`config.mk`:
```
export PLATFORM = sky130hd
export DESIGN_NAME = char_literal_parser_unit
export DESIGN_NICKNAME = d
export VERILOG_FILES = /design/src/design/clp_pkg.sv /design/src/design/clp_class.sv /design/src/design/char_literal_parser_unit.sv
export SDC_FILE = /design/constraint.sdc
export NUM_CORES = 1
export LEC_CHECK = 0
export BUFFER_PORTS_ARGS = -buffer_cell sky130_fd_sc_hd__buf_2
export CAP_MARGIN = 20
export CORE_MARGIN = 4
export CORE_UTILIZATION = 27
export CTS_BUF_LIST = sky130_fd_sc_hd__clkbuf_4
export CTS_CLUSTER_SIZE = 20
export DETAILED_ROUTE_END_ITERATION = 16
export PLACE_DENSITY = 0.43
export REMOVE_ABC_BUFFERS = 1
export SLEW_MARGIN = 40
export SYNTH_ARGS = -nofsm -noshare
export SYNTH_HDL_FRONTEND = slang
export SYNTH_SLANG_ARGS = --single-unit
```
`constraint.sdc`:
```
create_clock -name clk_i -period 2.3 [get_ports clk_i]
set_clock_uncertainty 0.15 [all_clocks]
set_input_delay 0.345 -clock clk_i [delete_from_list [all_inputs] [get_ports clk_i]]
set_output_delay 0.345 -clock clk_i [all_outputs]
set_load 0.1 [all_outputs]
```
`src/design/clp_pkg.sv`:
```
// Shared constants, byte classification type and decode function for the char literal parser.
package clp_pkg;

  localparam logic [7:0] CH_QUOTE  = 8'h27;
  localparam logic [7:0] CH_DOLLAR = 8'h24;
  localparam logic [7:0] CH_HASH   = 8'h23;
  localparam logic [7:0] CH_UC_C   = 8'h43;
  localparam logic [7:0] CH_UC_H   = 8'h48;
  localparam logic [7:0] CH_UC_A   = 8'h41;
  localparam logic [7:0] CH_UC_R   = 8'h52;
  localparam logic [7:0] CH_NL     = 8'h0A;
  localparam logic [7:0] CH_FF     = 8'h0C;
  localparam logic [7:0] CH_CR     = 8'h0D;
  localparam logic [7:0] CH_TAB    = 8'h09;

  // Width of the packed result beat: ok, char_value and consumed, padded to bytes.
  localparam int unsigned OutDataW = 16;
  localparam int unsigned CountW   = 4;

  typedef struct packed {
    logic       is_hex;
    logic [3:0] hex_nib;
    logic       is_esc;
    logic [7:0] esc_code;
  } clp_class_t;

  function automatic clp_class_t clp_classify(input logic [7:0] b);
    clp_class_t c;
    c = '0;
    if (b >= 8'h30 && b <= 8'h39) begin
      c.is_hex  = 1'b1;
      c.hex_nib = 4'(b - 8'h30);
    end else if (b >= 8'h61 && b <= 8'h66) begin
      c.is_hex  = 1'b1;
      c.hex_nib = 4'(b - 8'h61 + 8'd10);
    end else if (b >= 8'h41 && b <= 8'h46) begin
      c.is_hex  = 1'b1;
      c.hex_nib = 4'(b - 8'h41 + 8'd10);
    end
    case (b)
      CH_DOLLAR: begin c.is_esc = 1'b1; c.esc_code = CH_DOLLAR; end
      CH_QUOTE:  begin c.is_esc = 1'b1; c.esc_code = CH_QUOTE;  end
      8'h4E, 8'h6E, 8'h4C, 8'h6C: begin c.is_esc = 1'b1; c.esc_code = CH_NL; end
      8'h50, 8'h70: begin c.is_esc = 1'b1; c.esc_code = CH_FF;  end
      8'h52, 8'h72: begin c.is_esc = 1'b1; c.esc_code = CH_CR;  end
      8'h54, 8'h74: begin c.is_esc = 1'b1; c.esc_code = CH_TAB; end
      default: c.is_esc = 1'b0;
    endcase
    return c;
  endfunction

endpackage

```
`src/design/clp_class.sv`:
```
// Byte classifier: hex digit value and escape letter code for one text byte.
module clp_class
  import clp_pkg::*;
(
  input  logic [7:0] byte_i,
  output clp_class_t class_o
);

  assign class_o = clp_classify(byte_i);

endmodule

```
`src/design/char_literal_parser_unit.sv`:
```
// Character literal parser: streams a CHAR literal one byte per beat and emits its decoded value.
// A deciding byte passes through the input register, then the parse step into the output
// register, which holds its result beat.
// Throughput: one byte per cycle; the parse step is a single short transition of the
// phase register, so an input beat can enter every cycle while the output side takes beats.
// Reset (rst_ni low, asynchronous): both stages empty, phase set to done so bytes are
// ignored until one flagged first, held value and byte count cleared.
module char_literal_parser_unit
  import clp_pkg::*;
(
  input  logic                clk_i,
  input  logic                rst_ni,
  // Input beats.
  input  logic                s_axis_tvalid_i,
  output logic                s_axis_tready_o,
  input  logic [7:0]          s_axis_tdata_i,   // [7:0] text_byte
  input  logic [0:0]          s_axis_tuser_i,   // [0] first
  // Result beats.
  output logic                m_axis_tvalid_o,
  input  logic                m_axis_tready_i,
  output logic [OutDataW-1:0] m_axis_tdata_o    // [0] ok, [8:1] char_value,
                                                // [12:9] consumed, [15:13] zero
);

  // Parse position. The five prefix phases follow the leading 'C'.
  typedef enum logic [3:0] {
    PH_DONE      = 4'd0,
    PH_LEAD      = 4'd1,
    PH_PRE_H     = 4'd2,
    PH_PRE_A     = 4'd3,
    PH_PRE_R     = 4'd4,
    PH_PRE_HASH  = 4'd5,
    PH_PRE_QUOTE = 4'd6,
    PH_BODY      = 4'd7,
    PH_PLAIN     = 4'd8,
    PH_ESC1      = 4'd9,
    PH_ESC_CLOSE = 4'd10,
    PH_HEX2      = 4'd11,
    PH_HEX_CLOSE = 4'd12
  } phase_e;

  // Input register stage.
  logic              in_valid_q;
  logic [7:0]        byte_q;
  logic              first_q;

  // Parser state.
  phase_e            phase_q, phase_d;
  logic [7:0]        held_q, held_d;
  logic [CountW-1:0] count_q, count_d;

  // Output register stage.
  logic              out_valid_q;
  logic              out_ok_q;
  logic [7:0]        out_value_q;
  logic [CountW-1:0] out_count_q;

  logic              advance;
  logic              emit;
  logic              emit_ok;
  logic              out_load;
  clp_class_t        cls;

  // Effective state after a possible restart on a byte flagged first.
  phase_e            ph;
  logic [7:0]        held;
  logic [CountW-1:0] cnt;
  logic [CountW-1:0] cnt_inc;

  clp_class u_class (
    .byte_i  (byte_q),
    .class_o (cls)
  );

  // The held byte moves on whenever the output register is free or being drained,
  // so both sides keep one beat per cycle.
  assign advance         = in_valid_q && (!out_valid_q || m_axis_tready_i);
  assign s_axis_tready_o = !in_valid_q || advance;
  assign out_load        = advance && emit;

  always_comb begin
    ph      = first_q ? PH_LEAD : phase_q;
    held    = first_q ? 8'h00 : held_q;
    cnt     = first_q ? '0 : count_q;
    cnt_inc = cnt + CountW'(1);

    phase_d = ph;
    held_d  = held;
    count_d = (ph == PH_DONE) ? cnt : cnt_inc;
    emit    = 1'b0;
    emit_ok = 1'b0;

    case (ph)
      PH_DONE: begin
        emit = 1'b0;
      end
      PH_LEAD: begin
        if (byte_q == CH_QUOTE) begin
          phase_d = PH_BODY;
        end else if (byte_q == CH_UC_C) begin
          phase_d = PH_PRE_H;
        end else begin
          emit = 1'b1;
        end
      end
      PH_PRE_H: begin
        if (byte_q == CH_UC_H) phase_d = PH_PRE_A;
        else emit = 1'b1;
      end
      PH_PRE_A: begin
        if (byte_q == CH_UC_A) phase_d = PH_PRE_R;
        else emit = 1'b1;
      end
      PH_PRE_R: begin
        if (byte_q == CH_UC_R) phase_d = PH_PRE_HASH;
        else emit = 1'b1;
      end
      PH_PRE_HASH: begin
        if (byte_q == CH_HASH) phase_d = PH_PRE_QUOTE;
        else emit = 1'b1;
      end
      PH_PRE_QUOTE: begin
        if (byte_q == CH_QUOTE) phase_d = PH_BODY;
        else emit = 1'b1;
      end
      PH_BODY: begin
        if (byte_q == CH_QUOTE) begin
          // Empty body: the literal stands for code zero.
          emit    = 1'b1;
          emit_ok = 1'b1;
        end else if (byte_q == CH_DOLLAR) begin
          phase_d = PH_ESC1;
        end else begin
          held_d  = byte_q;
          phase_d = PH_PLAIN;
        end
      end
      PH_ESC1: begin
        // Escape letters win over hex digits where both could match.
        if (cls.is_esc) begin
          held_d  = cls.esc_code;
          phase_d = PH_ESC_CLOSE;
        end else if (cls.is_hex) begin
          held_d  = {cls.hex_nib, 4'h0};
          phase_d = PH_HEX2;
        end else begin
          emit = 1'b1;
        end
      end
      PH_HEX2: begin
        if (cls.is_hex) begin
          held_d  = {held[7:4], cls.hex_nib};
          phase_d = PH_HEX_CLOSE;
        end else begin
          emit = 1'b1;
        end
      end
      PH_PLAIN, PH_ESC_CLOSE, PH_HEX_CLOSE: begin
        emit    = 1'b1;
        emit_ok = (byte_q == CH_QUOTE);
      end
      default: begin
        // Unused codes behave as done.
        phase_d = ph;
        count_d = cnt;
      end
    endcase

    if (emit) phase_d = PH_DONE;
  end

  always_ff @(posedge clk_i or negedge rst_ni) begin
    if (!rst_ni) begin
      in_valid_q  <= 1'b0;
      byte_q      <= 8'h00;
      first_q     <= 1'b0;
      phase_q     <= PH_DONE;
      held_q      <= 8'h00;
      count_q     <= '0;
      out_valid_q <= 1'b0;
      out_ok_q    <= 1'b0;
      out_value_q <= 8'h00;
      out_count_q <= '0;
    end else begin
      if (s_axis_tready_o) begin
        in_valid_q <= s_axis_tvalid_i;
        byte_q     <= s_axis_tdata_i;
        first_q    <= s_axis_tuser_i[0];
      end
      if (advance) begin
        phase_q <= phase_d;
        held_q  <= held_d;
        count_q <= count_d;
      end
      if (out_load) begin
        out_valid_q <= 1'b1;
        out_ok_q    <= emit_ok;
        out_value_q <= emit_ok ? held : 8'h00;
        out_count_q <= emit_ok ? count_d : '0;
      end else if (m_axis_tready_i) begin
        out_valid_q <= 1'b0;
      end
    end
  end

  assign m_axis_tvalid_o = out_valid_q;
  assign m_axis_tdata_o  = {{(OutDataW - 1 - 8 - CountW){1'b0}},
                            out_count_q, out_value_q, out_ok_q};

  // A result must never overwrite one that is still waiting.
  assert property (@(posedge clk_i) disable iff (!rst_ni)
    out_load |-> (!out_valid_q || m_axis_tready_i))
    else $error("result register overwritten while stalled");

  // A failed literal carries zero value and zero count.
  assert property (@(posedge clk_i) disable iff (!rst_ni)
    (out_valid_q && !out_ok_q) |-> (out_value_q == 8'h00 && out_count_q == '0))
    else $error("error beat carries a nonzero payload");

  // An accepted literal spans from two to ten bytes.
  assert property (@(posedge clk_i) disable iff (!rst_ni)
    (out_valid_q && out_ok_q) |-> (out_count_q >= CountW'(2) && out_count_q <= CountW'(10)))
    else $error("accepted literal with impossible byte count");

  // The parser never leaves its defined phases.
  assert property (@(posedge clk_i) disable iff (!rst_ni)
    phase_q <= PH_HEX_CLOSE)
    else $error("parse phase out of range");

  // Once done, state moves only on a byte flagged first.
  assert property (@(posedge clk_i) disable iff (!rst_ni)
    (advance && phase_q == PH_DONE && !first_q) |=> (phase_q == PH_DONE && !$past(emit)))
    else $error("idle parser reacted to a byte");

endmodule

```
==> flow_metrics.tcl <==
set metrics [dict create \
    outcome "complete, but fails checks" \
    violations "setup timing" \
    instances_no_fill 563 \
    wl_mm 9.54 \
    fin_util_pct 40.6 \
    p_clk_share_pct 17.0 \
    via_per_inst 5.23 \
    cts-root-buf "clkbuf_4" \
    r2r_slack_ns -0.12 \
    synth_edf_count 0 \
    synth_cells 327 \
    portBuffers 27 \
    worst_setup_path_end_kind "flop" \
    h-tree-depth 2 \
    ir_drop_uv 436 \
    grt_pass1_wl_mm 14.8 \
    dr.first_iter.drc_count 233 \
    hpwl_mm 6.92 \
    ys_warn_count 0 \
    sequentialPowerShare_pct 30.4 \
    fin_tns_setup_ns -0.889 \
    cts_tree "yes" \
    power.internal_w 0.00175 \
    first_pass_iters 5 \
    core-area_um2 9950 \
    ys_types 70 \
    yosys.area.top_type "dfrtp_1" \
    ant_nets 0 \
    grt_overflow 0 \
    wl_per_cell_um 16.9 \
    pin_count 31 \
    cap_violations 0 \
    cp_max_fo 5 \
    switching_share_pct 42.6 \
    clkLatencyLatePin_ns 0.38 \
    m1WireLength_mm 4.25 \
    maxSlewViolCount 0 \
    final.setup.worst_slack_ns -0.115 \
    cts-buffers-inserted 5 \
    p_switching_w 0.00130 \
    met3_wirelength_um 579 \
    die_area_um2 12100 \
    yosysMostFrequentCell "dfrtp_1" \
    hold_viol 0 \
    grt_pass1_vias 2780 \
    comb_power_share_pct 52.6 \
    start_util_pct 28.2 \
    rsz0062_at_grt "true" \
    fmax_mhz 414 \
    power.leakage_nw 1.80 \
    worst_ep_required_time_ns 2.46 \
    period_needed_ns 2.42 \
    path_class "flop to flop" \
    via_count 2946 \
    setup_viol 17 \
    met2WireLength_mm 4.48 \
    yosys-top-cells-area "dfrtp_1 (36%), nand2_1 (4.8%), a21oi_1 (4.3%)" \
    ys_ff_latch 40 \
    diodes 0 \
    synth.cell_area_um2 2800 \
    synthTopCellsByCount "dfrtp_1 (40), nand2_1 (36), a21oi_1 (24), nor2_1 (24), o21ai_0 (20)" \
    drive_above_1_share_pct 43.5 \
    drc 0 \
    cts_sinks 40 \
    ys_seq_area_share_pct 35.7 \
    pre_cts_slack_ns -0.213 \
    hp-class "input port to flop" \
    row_count 36 \
    synth_top_area_share_pct 35.7 \
    fin_nets 448 \
    grtUsageTotal_pct 15.8 \
    area_growth_pct 44.2 \
    die_w_um 110 \
    powerDensity_nw_per_um2 754 \
    antenna_found_initial 0 \
    path_clk_slew_ns 0.16 \
    crit_arrival_ns 2.57 \
    die_h_um 110 \
    synth_flop_cell "dfrtp_1" \
    grt_max_degree 27 \
    highest_layer "met4" \
    async_flop_share_pct 100 \
    cp-start-kind "flop" \
    dp.cells 538 \
    fillCellCount 1018 \
    fin_hold_ws_ns 0.00674 \
    routabilityCongestion 0.868 \
    synth.avg_cell_area_um2 8.57 \
    clk_path_buf_depth 2 \
    fin_crit_sh_pct 105 \
]
-- final timing paths --
path                         endpoint  cells past startpoint         startpoint
max reg2reg                phase_q[2]                      8          byte_q[0]
min reg2reg                  out_ok_q                      1           out_ok_q
min                         byte_q[1]                      3  s_axis_tdata_i[1]
min in group asynchronous  phase_q[2]                      2             rst_ni
max in group asynchronous   held_q[0]                      3             rst_ni
max                        phase_q[2]                      8          byte_q[0]
-- per-stage QoR --
step	power, W	area [um2]
after floorplan	0.00167	2670
after global placement	0.00225	3560
after detailed placement	0.00224	3560
after CTS	0.00286	3840
after global routing	0.00323	4040
final	0.00305	4040
-- sequential cells by signal, indices dropped and copies added (netlist names) --
| signal | cells |
|---|---|
| byte_q | 8 |
| held_q | 8 |
| out_value_q | 8 |
| count_q | 4 |
| out_count_q | 4 |
| phase_q | 4 |
| first_q | 1 |
| in_valid_q | 1 |
| m_axis_tvalid_o | 1 |
| out_ok_q | 1 |
-- kinds of logic after synthesis --
group           count (synthesis)  share of synthesized area, %
simple gates                  126                          24.2
fa+ha+maj                       6                          2.68
xor+xnor                        4                          1.25
buf+inv                        32                          5.71
mux                            11                          4.24
other cells                     1                         0.134
compound gates                107                          26.1
flops                          40                          35.7
-- cells in the final DEF (no fill, tap or decap), types with 4 or more instances in the layout --
master | netlist | final
buf_4 | 4 | 85
dfrtp_1 | 40 | 38
nand2_1 | 36 | 36
buf_2 | 8 | 27
nor2_1 | 24 | 20
a21oi_1 | 24 | 20
o21ai_0 | 20 | 16
nand3_1 | 14 | 14
a22o_1 | 11 | 11
nor2b_1 | 8 | 8
a31oi_1 | 6 | 6
mux2_2 | 7 | 6
nor3_1 | 8 | 5
o211ai_1 | 5 | 5
a21o_1 | 5 | 5
clkbuf_4 | 0 | 5
a21oi_2 | 1 | 4
nor2_2 | 0 | 4
-- power groups by stage --
stage	Combinational (W)	Clock, W	Sequential [W]
6_report	0.00160	0.000517	0.000927
5_1_grt	0.00172	0.000564	0.000945
4_1_cts	0.00141	0.000531	0.000927
3_5_place_dp	0.00130	0	0.000938
3_3_place_gp	0.00131	0	0.000940
2_1_floorplan	0.000648	0	0.00102
-- metal layers --
layer,GRT usage [%],up-vias
li1,-,1410
met4,4.27,0
met1,21.6,1378
met5,0,-
met2,25.6,126
met3,2.52,32
-- layout make-up --
type	instances	area (um2)	area share [%]
Clock buffer	5	37.5	0.928
Inverter	6	25.0	0.619
Sequential cell	40	1000	24.8
Timing Repair Buffer	118	856	21.2
Tap cell	133	166	4.12
Clock inverter	3	46.3	1.14
Multi-Input combinational cell	258	1910	47.2
-- worst max-delay path: stages, from the launching register on --
cell and delay [ns]:
dfrtp_1 0.45, ha_2 0.21, or3b_4 0.43, o22ai_4 0.19, and3_1 0.19, o2111a_2 0.24, o21ai_4 0.11, buf_4 0.15
o31ai_2 0.22
-- repair_timing --
action                     in CTS  in global routing
gates resized for setup        31                 28
hold buffers                    1                  1
pin swaps                       5                 22
setup endpoints to repair      23                 26
setup buffers                   8                  7
cloned                          0                  1
hold endpoints to repair       14                  1
Note: power is estimated with default switching activity, not from simulation.
